**config.mk**
```make
export PLATFORM = sky130hd
export DESIGN_NAME = error_status_led_sequencer_unit
export DESIGN_NICKNAME = d
export VERILOG_FILES = /design/src/rtl/esls_pkg.sv /design/src/rtl/esls_core.sv /design/src/rtl/error_status_led_sequencer_unit.sv
export VERILOG_INCLUDE_DIRS = /design/src /design/src/rtl
export SDC_FILE = /design/constraint.sdc
export NUM_CORES = 1
export LEC_CHECK = 0
export BUFFER_PORTS_ARGS = -buffer_cell sky130_fd_sc_hd__buf_2
export CAP_MARGIN = 10
export CORE_UTILIZATION = 40
export CTS_CLUSTER_SIZE = 20
export DETAILED_ROUTE_END_ITERATION = 6
export GPL_ROUTABILITY_DRIVEN = 1
export PLACE_DENSITY = 0.62
export SLEW_MARGIN = 40
export SYNTH_ARGS = -nofsm -noshare
export SYNTH_HDL_FRONTEND = slang
export SYNTH_SLANG_ARGS = --single-unit
```
**constraint.sdc**
```tcl
create_clock -name clk -period 5.49 [get_ports clk]
set_input_delay 1.3725 -clock clk [delete_from_list [all_inputs] [get_ports clk]]
set_output_delay 1.3725 -clock clk [all_outputs]
set_load 0.03 [all_outputs]
```
**src/rtl/error_status_led_sequencer_unit_assert.svh**
```systemverilog
// assertion macros for the error status led sequencer
`ifndef ERROR_STATUS_LED_SEQUENCER_UNIT_ASSERT_SVH
`define ERROR_STATUS_LED_SEQUENCER_UNIT_ASSERT_SVH

// same-cycle implication, sampled on clk, off while in reset
`define ESLS_ASSERT_IMPL(name, ante, cons) \
    name: assert property (@(posedge clk) disable iff (!rst_n) (ante) |-> (cons)) \
        else $error("esls assertion failed");

// next-cycle implication, sampled on clk, off while in reset
`define ESLS_ASSERT_NEXT(name, ante, cons) \
    name: assert property (@(posedge clk) disable iff (!rst_n) (ante) |=> (cons)) \
        else $error("esls assertion failed");

`endif

```
**src/rtl/esls_pkg.sv**
```systemverilog
// shared types and constants for the error status led sequencer
package esls_pkg;

    localparam int PERIOD_WIDTH = 16;
    localparam int FLAG_WIDTH   = 7;
    localparam int RGB_WIDTH    = 3;
    localparam int LIMB_WIDTH   = 6;
    localparam int POS_WIDTH    = 3;
    localparam int PAT_COUNT    = 7;
    localparam int PHASE_COUNT  = 5;

    // item opcodes
    localparam logic [1:0] OP_TICK = 2'd0;
    localparam logic [1:0] OP_EXT  = 2'd1;
    localparam logic [1:0] OP_RGB  = 2'd2;

    // configuration register indexes
    localparam logic [1:0] CFG_FAST_BLINK  = 2'd0;
    localparam logic [1:0] CFG_SLOW_BLINK  = 2'd1;
    localparam logic [1:0] CFG_CIRCLE_STEP = 2'd2;
    localparam logic [1:0] CFG_HEARTBEAT   = 2'd3;

    // configuration reset values in ms
    localparam logic [PERIOD_WIDTH-1:0] FAST_BLINK_RST  = 16'd100;
    localparam logic [PERIOD_WIDTH-1:0] SLOW_BLINK_RST  = 16'd500;
    localparam logic [PERIOD_WIDTH-1:0] CIRCLE_STEP_RST = 16'd120;
    localparam logic [PERIOD_WIDTH-1:0] HEARTBEAT_RST   = 16'd1000;

    localparam logic [PERIOD_WIDTH-1:0] ELAPSED_MAX = 16'hFFFF;

    // error flag bit positions
    localparam int FLAG_FATAL   = 0;
    localparam int FLAG_LINK    = 1;
    localparam int FLAG_VOLTAGE = 2;
    localparam int FLAG_I2C     = 3;
    localparam int FLAG_SYNC    = 4;
    localparam int FLAG_MATH    = 5;
    localparam int FLAG_CALIB   = 6;

    // rgb levels, bit0 red, bit1 green, bit2 blue
    localparam logic [RGB_WIDTH-1:0] RGB_OFF    = 3'b000;
    localparam logic [RGB_WIDTH-1:0] RGB_RED    = 3'b001;
    localparam logic [RGB_WIDTH-1:0] RGB_GREEN  = 3'b010;
    localparam logic [RGB_WIDTH-1:0] RGB_YELLOW = 3'b011;
    localparam logic [RGB_WIDTH-1:0] RGB_BLUE   = 3'b100;

    localparam logic [LIMB_WIDTH-1:0] LIMB_ALL  = 6'h3F;
    localparam logic [LIMB_WIDTH-1:0] LIMB_NONE = 6'h00;
    localparam logic [POS_WIDTH-1:0]  CIRCLE_LAST = 3'd5;

    // elapsed counter slots, the first five also own a phase bit
    typedef enum logic [2:0] {
        PAT_RED    = 3'd0,
        PAT_YELLOW = 3'd1,
        PAT_GREEN  = 3'd2,
        PAT_BLUE   = 3'd3,
        PAT_REDYEL = 3'd4,
        PAT_CIRCLE = 3'd5,
        PAT_HEART  = 3'd6
    } pat_t;

    typedef struct packed {
        logic [1:0]            opcode;
        logic [FLAG_WIDTH-1:0] error_flags;
        logic                  limb_disabled;
        logic                  ext_value;
        logic [RGB_WIDTH-1:0]  rgb_value;
    } in_item_t;

    typedef struct packed {
        logic                  led_red;
        logic                  led_green;
        logic                  led_blue;
        logic                  active_led;
        logic [LIMB_WIDTH-1:0] limb_leds;
    } out_item_t;

    typedef struct packed {
        logic                    wr_en;
        logic [1:0]              index;
        logic [PERIOD_WIDTH-1:0] data;
    } cfg_write_t;

endpackage

```
**src/rtl/esls_core.sv**
```systemverilog
// led state, pattern counters and per-item update logic
module esls_core
    import esls_pkg::*;
(
    input  logic       clk,
    input  logic       rst_n,
    input  cfg_write_t cfg,
    input  logic       step_en,
    input  in_item_t   item,
    output out_item_t  result
);

    logic [PERIOD_WIDTH-1:0] fast_reg, slow_reg, circle_reg, heart_reg;

    logic                    ext_reg, ext_next;
    logic [RGB_WIDTH-1:0]    rgb_reg, rgb_next;
    logic                    hb_reg, hb_next;
    logic [LIMB_WIDTH-1:0]   limb_reg, limb_next;
    logic [PERIOD_WIDTH-1:0] elapsed_reg [PAT_COUNT];
    logic [PERIOD_WIDTH-1:0] elapsed_next [PAT_COUNT];
    logic [PHASE_COUNT-1:0]  phase_reg, phase_next;
    logic [POS_WIDTH-1:0]    pos_reg, pos_next;

    // shared blink unit controls
    logic                    blink_en;
    pat_t                    blink_pat;
    logic [PERIOD_WIDTH-1:0] blink_period;
    logic [RGB_WIDTH-1:0]    blink_rgb0, blink_rgb1;
    logic                    blink_limbs;
    logic                    circle_en;

    // configuration registers
    always_ff @(posedge clk or negedge rst_n)
    begin
        if (!rst_n)
        begin
            fast_reg   <= FAST_BLINK_RST;
            slow_reg   <= SLOW_BLINK_RST;
            circle_reg <= CIRCLE_STEP_RST;
            heart_reg  <= HEARTBEAT_RST;
        end
        else if (cfg.wr_en)
        begin
            case (cfg.index)
                CFG_FAST_BLINK:  fast_reg   <= cfg.data;
                CFG_SLOW_BLINK:  slow_reg   <= cfg.data;
                CFG_CIRCLE_STEP: circle_reg <= cfg.data;
                CFG_HEARTBEAT:   heart_reg  <= cfg.data;
                default: ;
            endcase
        end
    end

    // item decode and state update
    always_comb
    begin
        ext_next     = ext_reg;
        rgb_next     = rgb_reg;
        hb_next      = hb_reg;
        limb_next    = limb_reg;
        elapsed_next = elapsed_reg;
        phase_next   = phase_reg;
        pos_next     = pos_reg;
        blink_en     = 1'b0;
        blink_pat    = PAT_RED;
        blink_period = fast_reg;
        blink_rgb0   = RGB_OFF;
        blink_rgb1   = RGB_OFF;
        blink_limbs  = 1'b0;
        circle_en    = 1'b0;

        case (item.opcode)
            OP_TICK:
            begin
                // saturating millisecond counters
                for (int i = 0; i < PAT_COUNT; i++)
                begin
                    if (elapsed_reg[i] != ELAPSED_MAX)
                        elapsed_next[i] = elapsed_reg[i] + 1'b1;
                end
                // heartbeat toggles regardless of external control
                if (elapsed_next[PAT_HEART] > heart_reg)
                begin
                    elapsed_next[PAT_HEART] = '0;
                    hb_next = ~hb_reg;
                end
                // priority decode of the error flags
                if (!ext_reg)
                begin
                    if (item.error_flags == '0)
                        rgb_next = RGB_GREEN;
                    else if (item.error_flags[FLAG_FATAL])
                    begin
                        blink_en    = 1'b1;
                        blink_pat   = PAT_RED;
                        blink_rgb0  = RGB_RED;
                        blink_limbs = 1'b1;
                    end
                    else if (item.error_flags[FLAG_LINK])
                    begin
                        blink_en     = 1'b1;
                        blink_period = slow_reg;
                        if (item.error_flags[FLAG_VOLTAGE])
                        begin
                            blink_pat   = PAT_RED;
                            blink_rgb0  = RGB_RED;
                            blink_limbs = 1'b1;
                        end
                        else if (item.error_flags[FLAG_I2C])
                        begin
                            blink_pat  = PAT_YELLOW;
                            blink_rgb1 = RGB_YELLOW;
                        end
                        else if (item.error_flags[FLAG_SYNC])
                        begin
                            blink_pat  = PAT_GREEN;
                            blink_rgb0 = RGB_RED;
                            blink_rgb1 = RGB_YELLOW;
                        end
                        else if (item.error_flags[FLAG_MATH])
                        begin
                            blink_pat  = PAT_REDYEL;
                            blink_rgb0 = RGB_RED;
                            blink_rgb1 = RGB_YELLOW;
                        end
                        else
                        begin
                            blink_pat  = PAT_BLUE;
                            blink_rgb1 = RGB_BLUE;
                        end
                    end
                    else
                    begin
                        if (item.error_flags[FLAG_VOLTAGE])
                            rgb_next = RGB_RED;
                        else if (item.error_flags[FLAG_I2C])
                            rgb_next = RGB_YELLOW;
                        else if (item.error_flags[FLAG_SYNC])
                            rgb_next = RGB_GREEN;
                        else if (item.error_flags[FLAG_MATH])
                        begin
                            blink_en     = 1'b1;
                            blink_pat    = PAT_REDYEL;
                            blink_period = slow_reg;
                            blink_rgb0   = RGB_RED;
                            blink_rgb1   = RGB_YELLOW;
                        end
                        // calibration circle runs after the colour decode
                        circle_en = item.error_flags[FLAG_CALIB] && !item.limb_disabled;
                    end
                end
            end
            OP_EXT:
            begin
                ext_next = item.ext_value;
                rgb_next = RGB_OFF;
            end
            OP_RGB:
                rgb_next = item.rgb_value;
            default: ;
        endcase

        // blink: toggle phase and restart the counter once the period has passed
        if (blink_en && (elapsed_next[blink_pat] > blink_period))
        begin
            elapsed_next[blink_pat] = '0;
            rgb_next = phase_reg[blink_pat] ? blink_rgb1 : blink_rgb0;
            if (blink_limbs && !item.limb_disabled)
                limb_next = phase_reg[blink_pat] ? LIMB_NONE : LIMB_ALL;
            phase_next[blink_pat] = ~phase_reg[blink_pat];
        end

        // circle: step one limb position
        if (circle_en && (elapsed_next[PAT_CIRCLE] > circle_reg))
        begin
            elapsed_next[PAT_CIRCLE] = '0;
            pos_next  = (pos_reg >= CIRCLE_LAST) ? '0 : pos_reg + 1'b1;
            limb_next = LIMB_WIDTH'(1) << pos_next;
        end
    end

    // state registers
    always_ff @(posedge clk or negedge rst_n)
    begin
        if (!rst_n)
        begin
            ext_reg   <= 1'b0;
            rgb_reg   <= RGB_OFF;
            hb_reg    <= 1'b0;
            limb_reg  <= LIMB_NONE;
            phase_reg <= '0;
            pos_reg   <= '0;
            for (int i = 0; i < PAT_COUNT; i++)
                elapsed_reg[i] <= '0;
        end
        else if (step_en)
        begin
            ext_reg     <= ext_next;
            rgb_reg     <= rgb_next;
            hb_reg      <= hb_next;
            limb_reg    <= limb_next;
            phase_reg   <= phase_next;
            pos_reg     <= pos_next;
            elapsed_reg <= elapsed_next;
        end
    end

    // result reflects the state after this item
    assign result.led_red    = rgb_next[0];
    assign result.led_green  = rgb_next[1];
    assign result.led_blue   = rgb_next[2];
    assign result.active_led = hb_next;
    assign result.limb_leds  = limb_next;

endmodule

```
**src/rtl/error_status_led_sequencer_unit.sv**
```systemverilog
// Error status LED sequencer top level. Items (1 ms ticks with error flags, or
// external-control and manual RGB commands) enter an input register, pass
// through decode and counter-update logic, and leave from an output register
// with the LED levels after that item. One item is taken every clock cycle
// unless in_stall is high; an accepted item moves from the input register to
// the output register once that is empty or not stalled. The registers are
// separated so that a result waiting on out_stall does not hold back the next
// item, and in_stall rises only when both are full and the output is stalled.
// Period registers must be written through the cfg port only while no item is
// in flight, by the user; the block itself does not enforce this.
module error_status_led_sequencer_unit
    import esls_pkg::*;
(
    input  logic                    clk,
    input  logic                    rst_n,
    input  logic                    cfg_wr_en,
    input  logic [1:0]              cfg_index,
    input  logic [PERIOD_WIDTH-1:0] cfg_data,
    input  logic                    in_valid,
    output logic                    in_stall,
    input  in_item_t                in_item,
    output logic                    out_valid,
    input  logic                    out_stall,
    output out_item_t               out_item
);

    logic      s1_valid_reg, s1_valid_next;
    in_item_t  s1_item_reg;
    logic      out_valid_reg, out_valid_next;
    out_item_t out_item_reg;
    out_item_t core_result;
    cfg_write_t cfg;
    logic      in_accept;
    logic      advance;

    // handshake control
    assign advance        = s1_valid_reg && (!out_valid_reg || !out_stall);
    assign in_stall       = s1_valid_reg && !advance;
    assign in_accept      = in_valid && !in_stall;
    assign s1_valid_next  = in_accept || (s1_valid_reg && !advance);
    assign out_valid_next = advance || (out_valid_reg && out_stall);

    assign cfg.wr_en = cfg_wr_en;
    assign cfg.index = cfg_index;
    assign cfg.data  = cfg_data;

    // valid flags
    always_ff @(posedge clk or negedge rst_n)
    begin
        if (!rst_n)
        begin
            s1_valid_reg  <= 1'b0;
            out_valid_reg <= 1'b0;
        end
        else
        begin
            s1_valid_reg  <= s1_valid_next;
            out_valid_reg <= out_valid_next;
        end
    end

    // payload registers
    always_ff @(posedge clk)
    begin
        if (in_accept)
            s1_item_reg <= in_item;
        if (advance)
            out_item_reg <= core_result;
    end

    // decode and state update
    esls_core u_core (
        .clk     (clk),
        .rst_n   (rst_n),
        .cfg     (cfg),
        .step_en (advance),
        .item    (s1_item_reg),
        .result  (core_result)
    );

    assign out_valid = out_valid_reg;
    assign out_item  = out_item_reg;

`include "error_status_led_sequencer_unit_assert.svh"

    // a held input item must not be overwritten while the output is blocked
    `ESLS_ASSERT_IMPL(a_no_overrun, s1_valid_reg && out_valid_reg && out_stall, in_stall)
    // an accepted item always lands in the input register
    `ESLS_ASSERT_NEXT(a_accept_lands, in_accept, s1_valid_reg)
    // limb leds are all on, all off or a single circle position
    `ESLS_ASSERT_IMPL(a_limb_shape, out_valid_reg,
        $onehot0(out_item_reg.limb_leds) || (out_item_reg.limb_leds == LIMB_ALL))

endmodule
```
# Yosys cells after proc, flatten, opt, wreduce, memory -nomap -nowiden
# Cells that the tools add are included.
dict set report totals {
  register_bits 221
  mem_count 0
  out_inout_bits 12
  latchBits 0
  ramBits 0
  rom_bits 0
  in_bits 37
}
dict set report classes {
  n_addsub 8
  mux 106
  n_eq_ne 12
  bitwise_logic 5
  magnitude_cmp 8
  n_reduce_logical 28
  n_div 0
  n_shift 1
  mul 0
}
# op n
set ops {}
lappend ops {{16-bit 2-to-1 mux} 22}
lappend ops {{112-bit 2-to-1 mux} 2}
lappend ops {{3-bit 2-to-1 mux} 46}
lappend ops {{16-bit by 1-bit adder with 16-bit output (second input constant)} 7}
lappend ops {{112-bit bitwise AND} 1}
lappend ops {{16-bit != test (second input constant)} 7}
lappend ops {{112-bit inverter} 1}
lappend ops {{16-bit binary-select mux with 3-bit select} 1}
lappend ops {{16-bit demux with 3-bit select} 1}
lappend ops {{16-bit > comparator} 3}
lappend ops {{1-bit 2-to-1 mux} 25}
lappend ops {{6-bit 2-to-1 mux} 4}
lappend ops {{2-bit AND reduction} 7}
lappend ops {{1-bit logical AND} 10}
lappend ops {{3-bit one-hot mux with 3 select lines} 1}
lappend ops {{7-bit zero test} 1}
lappend ops {{2-bit equality test (second input constant)} 3}
lappend ops {{1-bit by 3-bit << shifter with 6-bit output (first input constant)} 1}
lappend ops {{5-bit bitwise mux} 1}
lappend ops {{1-bit zero test} 5}
lappend ops {{2-bit by 1-bit equality test with 1-bit output (second input constant)} 2}
lappend ops {{4-bit greater-or-equal comparator (second input constant)} 1}
lappend ops {{2-bit zero test} 2}
lappend ops {{3-bit by 4-bit < comparator with 1-bit output (second input constant)} 1}
lappend ops {{other kinds (10)} 13}

# Depth between registers and ports, before layout
# Gate-level depths: netlist of the first run.
dict set report logic_depth {
  depth_word 20
  mapped_depth 20
  mapped_depth_nobuf 16
}

# Cells and area by module
# A second synthesis of the first run with hierarchy kept.
dict set report hier_totals {
  hier_cells 1576
  hier_area_um2 14639.0
}
# module cells_each area_each_um2 instances
set by_module_without_submodules {}
lappend by_module_without_submodules {esls_core 1544 13825.8 1}
lappend by_module_without_submodules {error_status_led_sequencer_unit 32 813.3 1}

# Least setup slack after synthesis of the first run
# OpenSTA, ideal clock, no wires.
dict set report synth_path {
  path_type {flip-flop to flip-flop}
  start {register s1_item_reg[13] (netlist bit)}
  end {register u_core.rgb_reg[1]}
  slack_ps 1224
  setup_time_ps 125
  t_required_ps 5365
  path_buffers 2
  arrival_time_ps 4141
  stages_incl_launch_ff 18
  cell_sequence {edfxtp_1 > or2_1 > buf_2 > or2_4 > nor3_2 > nand3_1 > or3b_1 > a31oi_1 > o211ai_1 > ha_1 > nand4_1 > nor4_2 > o21ai_1 > and3b_1 > buf_6 > a21oi_4 > mux2_2 > mux2_2}
}
# element line
set synth_lines {}
lappend synth_lines {{start: declaration} error_status_led_sequencer_unit.sv:28} ;# in_item_t s1_item_reg;
lappend synth_lines {{start signal: assignment} error_status_led_sequencer_unit.sv:66} ;# s1_item_reg <= in_item;
lappend synth_lines {{end signal: assignment} esls_core.sv:199} ;# rgb_reg <= rgb_next;
lappend synth_lines {{end: declaration} esls_core.sv:16} ;# logic [RGB_WIDTH-1:0] rgb_reg, rgb_next;

# Worst setup path in the final report of the first run
dict set report layout_path {
  start {register s1_item_reg[12] (netlist bit)}
  end {register u_core.elapsed_reg[97] (netlist bit)}
}
dict set report layout_via {
  elab_chain_len 10
  elab_cells_between_ends 19
  classes_between {order compare (3); mux (10); bitwise (3); reduce/logical (3)}
}
# element line
set layout_lines {}
lappend layout_lines {{2-bit zero test (*)} esls_core.sv:72} ;# case (item.opcode)
lappend layout_lines {{parallel branches: the longest is 8 deep, another holds 16-bit > comparator} n/a}
lappend layout_lines {{112-bit 2-to-1 mux (*)} esls_core.sv:164} ;# if (blink_en && (elapsed_next[blink_pat] > blink_period))
lappend layout_lines {{end signal: assignment} esls_core.sv:204} ;# elapsed_reg <= elapsed_next;
lappend layout_lines {{end: declaration} esls_core.sv:19} ;# logic [PERIOD_WIDTH-1:0] elapsed_reg [PAT_COUNT];
# Every way passes the cells marked *. The select of a mux whose other input is x is not followed.
# A chain may end at the register's enable or synchronous reset.

==> results of run 1 <==
==> cell families after synthesis <==
group / share of synthesized area
simple gates: 0.197
compound gates: 0.173
flops: 0.407
mux: 0.0900
buf+inv: 0.0333
xor+xnor: 0.0490
fa+ha+maj: 0.0512
==> power by group <==
group          leakage [nW]  internal, mW  switching [mW]
clock                 0.493          1.31           0.727
sequential             2.72          1.92           0.232
combinational          3.39         0.455           0.583
==> per-stage QoR <==
stage / hold slack [ns] / setup WS, ns / instance area (um^2) / utilization
2_1_floorplan: 0.454 / 1.22 / 13900 / -
3_3_place_gp: 0.463 / 0.542 / 14700 / 0.433
3_5_place_dp: 0.467 / 0.526 / 14700 / 0.433
4_1_cts: 0.481 / 0.478 / 15700 / 0.463
5_1_grt: 0.504 / 0.0590 / 15700 / 0.464
6_report: 0.477 / 0.393 / 15700 / 0.464
==> synth_stat cells (all sizes together) (13+ instances only) <==
master | instances | area [um^2]
nor4 | 18 | 146
nand2 | 134 | 505
a21o | 32 | 240
xor2 | 26 | 228
buf | 22 | 129
and4 | 13 | 114
mux2i | 32 | 320
o31ai | 22 | 170
dfrtp | 178 | 4450
dfstp | 19 | 499
o211ai | 17 | 138
mux2 | 83 | 935
nand2b | 13 | 81.3
clkbuf | 36 | 136
nand3 | 65 | 335
edfxtp | 24 | 721
o21ai | 85 | 425
a22o | 44 | 385
nand4 | 31 | 206
ha | 57 | 713
a21oi | 55 | 294
o22ai | 18 | 113
xnor2 | 52 | 455
nor3 | 37 | 211
nor2 | 95 | 374
nor2b | 15 | 101
and3 | 25 | 166
a211oi | 14 | 145
inv | 52 | 195
==> path summary, 6_finish.rpt <==
check	start	endpoint	slack [ns]	cells after the start
min in group asynchronous	rst_n	u_core.circle_reg[0]	0.78	1
max in group asynchronous	rst_n	u_core.elapsed_reg[96]	3.71	2
worst min-delay path	s1_item_reg[3]	u_core.ext_reg	0.48	1
worst max-delay path	s1_item_reg[12]	u_core.elapsed_reg[97]	0.39	16
worst max register to register	s1_item_reg[12]	u_core.elapsed_reg[97]	0.39	16
worst min register to register	s1_item_reg[3]	u_core.ext_reg	0.48	1
==> layer usage <==
metal / wire (um) / vias up
li1: - / 5434
met1: 16900 / 5482
met2: 16700 / 279
met3: 1960 / 60
met4: 1170 / 0
met5: 0 / -
==> worst register-to-register path: stages, from the launching register on <==
cell	delay (ns)
sky130_fd_sc_hd__edfxtp_1	0.52
sky130_fd_sc_hd__nor2_2	0.25
sky130_fd_sc_hd__buf_4	0.34
sky130_fd_sc_hd__nand3_1	0.24
sky130_fd_sc_hd__nor4_1	0.45
sky130_fd_sc_hd__mux2i_1	0.28
sky130_fd_sc_hd__nor2_1	0.08
sky130_fd_sc_hd__a31oi_1	0.16
sky130_fd_sc_hd__o211ai_1	0.11
sky130_fd_sc_hd__ha_1	0.34
sky130_fd_sc_hd__nand4_1	0.21
sky130_fd_sc_hd__nor4_2	0.35
sky130_fd_sc_hd__o21ai_1	0.13
sky130_fd_sc_hd__and3b_1	0.37
sky130_fd_sc_hd__a211oi_4	0.61
sky130_fd_sc_hd__nor2_2	0.21
sky130_fd_sc_hd__a32o_1	0.31
==> final cells by class <==
type,count,area (um^2),area share
timing repair buffer,71,447,0.0284
multi-input combinational,1111,7820,0.497
inverter,53,199,0.0127
clock buffer,34,722,0.0459
clock inverter,14,302,0.0192
sequential,221,5670,0.361
tap,448,561,0.0357
==> results, run 1 <==
- Synthesis inferred 221 register bits.
- Setup violations remaining at the end of the flow were counted as 0.
- The area inside the core boundary is 33,900 um^2.
- Dividing the final minimum period by the clock period gives 0.928.
- Clock-pin slew was measured on the worst setup and hold paths at 0.06 ns.
- The global-route wire length before repair is 59.4 mm.
- The share of the Yosys chip area taken by registers is 0.407.
- In this run the cell area of the synthesized design comes to 13,900 um^2.
- In this run the deepest clock path goes through 3 buffers.
- The hold-fix buffer count after cts is 0.
- The maximum number of pins on one net before global-route repair is 105.
- Dividing the detail-routed wire length by the instance count gives 18.8 um.
- The quantity of I/O buffers inserted on ports is 48.
- In the layout the commonest cells are 178 x sky130_fd_sc_hd__dfrtp_1, 132 x sky130_fd_sc_hd__nand2_1, 88 x sky130_fd_sc_hd__nor2_1.
- The post-layout instance count excluding filler cells is 1,952.
- The total wirelength of the detailed-routed design is 36.7 mm.
- The die is 189 um tall.
- The estimated wirelength of the detail-placed design is 26.6 mm.
- The required time reported for the critical path endpoint is 5.92 ns.
- Counting every net in the synthesized netlist gives 1,537.
- After technology mapping, the gate count stands at 1,443.
- For the pin with the worst max-slew slack, the measured transition is 0.742 ns.
- The number of DRC markers after the initial detailed-route iteration is 921.
- The clock arrives with 0.0131 ns of skew.
- The final RePlAce weighted congestion is 0.967.
- After filler insertion, the fill cell instance count of the layout stands at 3,254.
- From synthesis to final layout, the design area changed by 12.8%.
- The clock drives 221 sinks.
- The critical path's top delay family is simple AND/OR/NAND/NOR gates.
- In this run the remaining antenna-violating nets after routing total 0.
- The Yosys step of the flow raised 0 warnings.
- Subtracting the final worst setup slack from the clock period gives 5.10 ns.
- The most used routing layer is met2.
- The share of layout cells above drive strength 1 is 0.179.
- The sort of element at the start of the critical path is a flop.
- STA puts the critical path data arrival time at 5.53 ns.
- The CTS tree is done.
- In this run the number of H-tree levels came out at 1.
- The area of the die is 35,600 um^2.
- Buffers added to address setup during post-CTS repair amount to 0.
- The final max-slew violation count is 0.
- The number of different library cells in the post-synthesis netlist is 91.
- The global-route total usage across every layer is 0.208.
- The total via count after detailed routing is 11,255.
- Measured against its own limit, the worst slew margin works out to 0.504.
- The number of cells upsized or downsized after cts is 0.
- The largest single stage delay on the critical path is 0.61 ns.
- The highest net fanout along the worst path is 15.
- The design draws 5.22 mW.
- The routing usage on met2 is 0.325.
- The root buffer cell chosen for the clock tree is sky130_fd_sc_hd__clkbuf_16.
- The chip width is 189 um.
- The min-delay analysis places its worst path in the category flop to flop.
- The iteration count of the initial detailed-routing pass is 5.
- The row count is 67.
- The average cell area after synthesis is 9.66 um^2.
- The slowest stage of the critical path belongs to the cell sky130_fd_sc_hd__a211oi_4.
- For this run, the leading register cell type out of synthesis is sky130_fd_sc_hd__dfrtp_1.
- The number of global-route vias before repair is 10,804.
- The critical path's most frequent cell is sky130_fd_sc_hd__nor2_2.
- Traced cell by cell, the critical path runs through nor2_2, buf_4, nand3_1, nor4_1, mux2i_1, nor2_1, a31oi_1, o211ai_1, ha_1, nand4_1, nor4_2, o21ai_1, and3b_1, a211oi_4, nor2_2, a32o_1.
- The DRC violation count after routing is 0.
- The async set-or-reset flop fraction in the synthesized netlist is 0.891.
- The net total in the final layout is 1,578.
- The repair_antennas step left the layout with diodes totalling 0.
- The maximum clock frequency is 196 MHz.
- In the global route stage, met1 resource usage came out at 0.291.
- The capturing element type of the critical path is a flop.
- The synthesized design contains 24 enable-type register cells.
- The met3 track utilization from global routing is 0.0315.
- The most common cell after layout, fill and taps aside is sky130_fd_sc_hd__dfrtp_1.
- The worst-case vdd ir drop is 0.244 mV.
- For the final routed database, the setup TNS stands at 0 ns.
- The starting density of the core is 0.412.
- In the routed layout, each cell is associated on average with a via count of 5.77.
- TritonCTS created 26 clock buffers.
- After detailed placement, the design holds a cell count of 1,901.
- The worst setup path is of the flop to flop kind.
- The flow ran to the end, and the final reports show no timing, DRC or antenna violations.
- The standby leakage power is 6.60 nW.
- Pin placement for this block handled 49 I/O pins.
- The number of antenna violations at the first check in global routing is 0.
- The total buffers and inverters traversed by the critical path is 1.
- Max-cap violations in this run came to 0.
- The power density over cell area is 332 nW/um^2.
- The clock insertion delay at the later pin of the skew report is 0.55 ns.
- Setup repair after global routing left no endpoint under its margin.
- The number of endpoints with negative hold slack in the final report was 0.
- The overflow left after global routing is 0.
- The register with the most flip-flops in the layout has 112 of them.
Note: power is estimated with default switching activity, not from simulation.
==> inputs of run 2 (changes only) <==
==> constraint.sdc (replaced) <==
create_clock -name clk -period 5.49 [get_ports clk]
set_input_delay 0.549 -clock clk [delete_from_list [all_inputs] [get_ports clk]]
set_output_delay 0.549 -clock clk [all_outputs]
set_load 0.03 [all_outputs]
==> run 2 against run 1 <==
Design area down 0.19%. Register-to-register slack about the same. Worst setup slack worse by 0.0065 ns. Clock-buffer cell count up 3. Critical path depth down 1. Die area unchanged. First-iteration DRC count down 4.0%. Global-route usage up 0.26 points. Non-clock buffer count up 3. Sequential power about the same. Via count down 0.13%. Largest cell class unchanged.
==> results, run 2 (same netlist as run 1, synthesis figures left out) <==
- The number of buffers between clock root and the deepest sink is 3 (unchanged).
- The post-detailed-route wirelength per cell was 18.9 um (+0.24%).
- The CTS tree is done.
- The final max-slew violation count is 0 (unchanged).
- The power density over cell area was 326 nW/um^2 (-1.9%).
- The part of the total power dissipated in the clock network is 0.378 (-0.012).
- The number of endpoints with negative hold slack in the final report is 0 (unchanged).
- Leaving out fill and tap cells, the most frequent cell in the layout is sky130_fd_sc_hd__dfrtp_1.
- The final count of negative-setup-slack endpoints was 0 (unchanged).
- The time the final worst path needs with I/O delays and setup is 5.10 ns (+0.00649 ns).
- The share of layout cells above drive strength 1 is 0.180 (+0.00151).
- The path type of the worst setup path is flop to flop.
- The clock insertion delay at the later pin of the skew report came to 0.56 ns (about the same).
- The class of the most critical hold timing path is input port to flop.
- The portion of total power attributed to sequential cells is 0.420 (+0.009).
- The flip-flop count of the largest register after layout came to 112 (unchanged).
- The area of the die is 35,600 um^2 (unchanged).
- The slowest cell on the critical path is sky130_fd_sc_hd__a211oi_4.
- The number of fill cells came to 3,246 (-0.25%).
- Traced cell by cell, the critical path runs through nor2_2, nand3_1, nor4_2, nand3_1, xnor2_1, o21ai_0, a221oi_1, ha_1, nand4_1, nor4_2, o21ai_1, and3b_1, a211oi_4, nor2_2, a32o_1.
- The setup clock skew after layout is 0.0214 ns (+0.00825 ns).
- The met1 capacity usage during global routing is 0.294 (+0.00333).
- The row count is 67 (unchanged).
- The total wirelength of the detailed-routed design is 36.9 mm (+0.45%).
- The switching share of total power is 0.300 (+0.00494).
- The count of cells along the worst register-to-register path is 15 (-1).
- The routing usage on met2 was 0.342 (+0.0174).
- The area inside the core boundary is 33,900 um^2 (unchanged).
- The hold-critical path depth was 1 (unchanged).
- The number of levels in the clock H-tree is 1 (unchanged).
- The stage delay of the slowest cell on the critical path is 0.56 ns (-0.05 ns).
- The number of maximum-capacitance violations is 0 (unchanged).
- The clock tree root driver cell is sky130_fd_sc_hd__clkbuf_16.
- The final hold slack is 0.159 ns (-0.318 ns).
- The chip width was 189 um (unchanged).
- The required time reported for the critical path endpoint came to 5.93 ns (about the same).
- The net total in the final layout is 1,582 (+0.25%).
- The met3 track utilization from global routing is 0.0263 (-0.00522).
- The highest net fanout along the worst path is 10 (-5).
- The total via count after detailed routing is 11,240 (-0.13%).
- The DRC violation count after routing came to 0 (unchanged).
- The growth of design area from synthesis to finish is 12.6%.
- The starting density of the core is 0.412 (unchanged).
- The post-route fraction of the period consumed by the critical path is 0.930 (+0.00118).
- The die boundary height came to 189 um (unchanged).
- The quantity of I/O buffers inserted on ports is 48 (unchanged).
- The power share of the combinational group is 0.202 (+0.003).
- The switching power summed over all nets is 1.53 mW (-0.43%).
- The sort of element at the start of the critical path is a flop.
- The number of sinks driven by the clock tree is 221 (unchanged).
- The arrival time of data at the critical path endpoint is 5.54 ns (about the same).
- The register clock-pin slew on the reported worst setup and hold paths is 0.06 ns (about the same).
- The global-route wire length before repair is 60.2 mm (+1.3%).
- The ratio of routed vias to standard cells is 5.75 (-0.34%).
- The overflow left after global routing is 0 (unchanged).
- The maximum number of pins on one net before global-route repair is 107 (+1.9%).
- STA classifies the critical path endpoint as a flop.
- The flow ran to the end, and the final reports show no timing, DRC or antenna violations.
- The measured slew at the worst slew-check pin is 0.773 ns (+0.0309 ns).
- The TritonCTS buffer count is 27 (+3.8%).
- The maximum clock frequency is 196 MHz (-0.13%).
- The number of global-route vias before repair is 11,003 (+1.8%).
- After global routing, the most crowded layer is met2.
- The worst-case vdd ir drop is 0.277 mV (+14%).
- The final RePlAce weighted congestion was 0.946 (-2.1%).
- The iteration count of the initial detailed-routing pass is 5 (unchanged).
- The I/O pin total is 49 (unchanged).
- The global-route total usage across every layer is 0.210 (+0.00264).
- Setup repair after global routing left no endpoint under its margin.
- The post-route antenna net violation count is 0 (unchanged).
- The internal power came to 3.58 mW (-2.8%).
- The number of diodes is 0 (unchanged).
- The top cell types in the final layout, fill and taps aside, are 178 x sky130_fd_sc_hd__dfrtp_1, 132 x sky130_fd_sc_hd__nand2_1, 88 x sky130_fd_sc_hd__nor2_1.
- The number of DRC markers after the initial detailed-route iteration is 884 (-4.0%).
- The number of antenna violations at the first check in global routing is 0 (unchanged).
- The summed negative setup slack over all endpoints is 0 ns (unchanged).
- The worst max-slew margin expressed relative to the limit is 0.483 (-0.0213).
- The estimated wirelength of the detail-placed design came to 27.1 mm (+1.7%).
- The standby leakage power is 6.59 nW (-0.11%).
[run 2: path summary, 6_finish.rpt]
check / start / endpoint / slack, ns
max in group asynchronous: rst_n / u_core.elapsed_reg[67] / 3.86
worst max register to register: s1_item_reg[13] / u_core.elapsed_reg[97] / 0.39
worst min-delay path: in_item[0] / s1_item_reg[0] / 0.16
worst min register to register: s1_item_reg[3] / u_core.ext_reg / 0.48
worst max-delay path: s1_item_reg[13] / u_core.elapsed_reg[97] / 0.39
min in group asynchronous: rst_n / u_core.elapsed_reg[16] / 0.54
[run 2: what timing repair did]
action,in CTS,in global routing
resized for setup,0,1
buffers inserted,0,0
setup endpoints to repair,0,13
hold endpoints to repair,35,0
hold buffers,1,0
[run 2: per-stage QoR]
stage / std cells / setup slack (ns) / instance area [um^2] / util / total power [mW]
final: 1956 / 0.387 / 15700 / 0.463 / 5.11
after global routing: 1956 / 0.0440 / 15700 / 0.463 / 5.39
after CTS: 1955 / 0.356 / 15700 / 0.463 / 5.16
after detailed placement: 1905 / 0.370 / 14700 / 0.434 / 3.20
after global placement: 1904 / 0.389 / 14700 / 0.433 / 3.17
after floorplan: 1443 / 1.22 / 13900 / - / 2.87
[run 2: worst max-delay path, delay by kind of cell, from the launching register on]
kind	cells	cell delay, ns
AOI/OAI and AO/OA	5	1.70
DFF	1	0.51
and+or+nand+nor	8	2.23
xor gates and xnor gates	1	0.30
adders and majority gates	1	0.24
[run 2: layout make-up]
class | instances | area [um^2] | share of cell area
multi-input cells | 1111 | 7820 | 0.499
inverters | 53 | 199 | 0.0127
well taps | 448 | 561 | 0.0357
clock inverters | 12 | 205 | 0.0131
flip-flops and latches | 221 | 5670 | 0.362
clock buffers | 37 | 763 | 0.0486
repair buffers | 74 | 465 | 0.0297
[run 2: metal layers]
metal / vias to the layer above / part of all wire / wire, um
met5: - / 0 / 0
met4: 0 / 0.024 / 902
met3: 56 / 0.048 / 1760
met2: 257 / 0.46 / 17100
met1: 5506 / 0.47 / 17200
li1: 5421 / - / -
[run 2: power by group through the flow]
stage,sequential [mW],clock (mW),combinational [mW]
2_1_floorplan,2.11,0,0.759
3_3_place_gp,2.16,0,1.01
3_5_place_dp,2.17,0,1.03
4_1_cts,2.14,1.98,1.04
5_1_grt,2.18,2.04,1.16
6_report,2.15,1.93,1.03
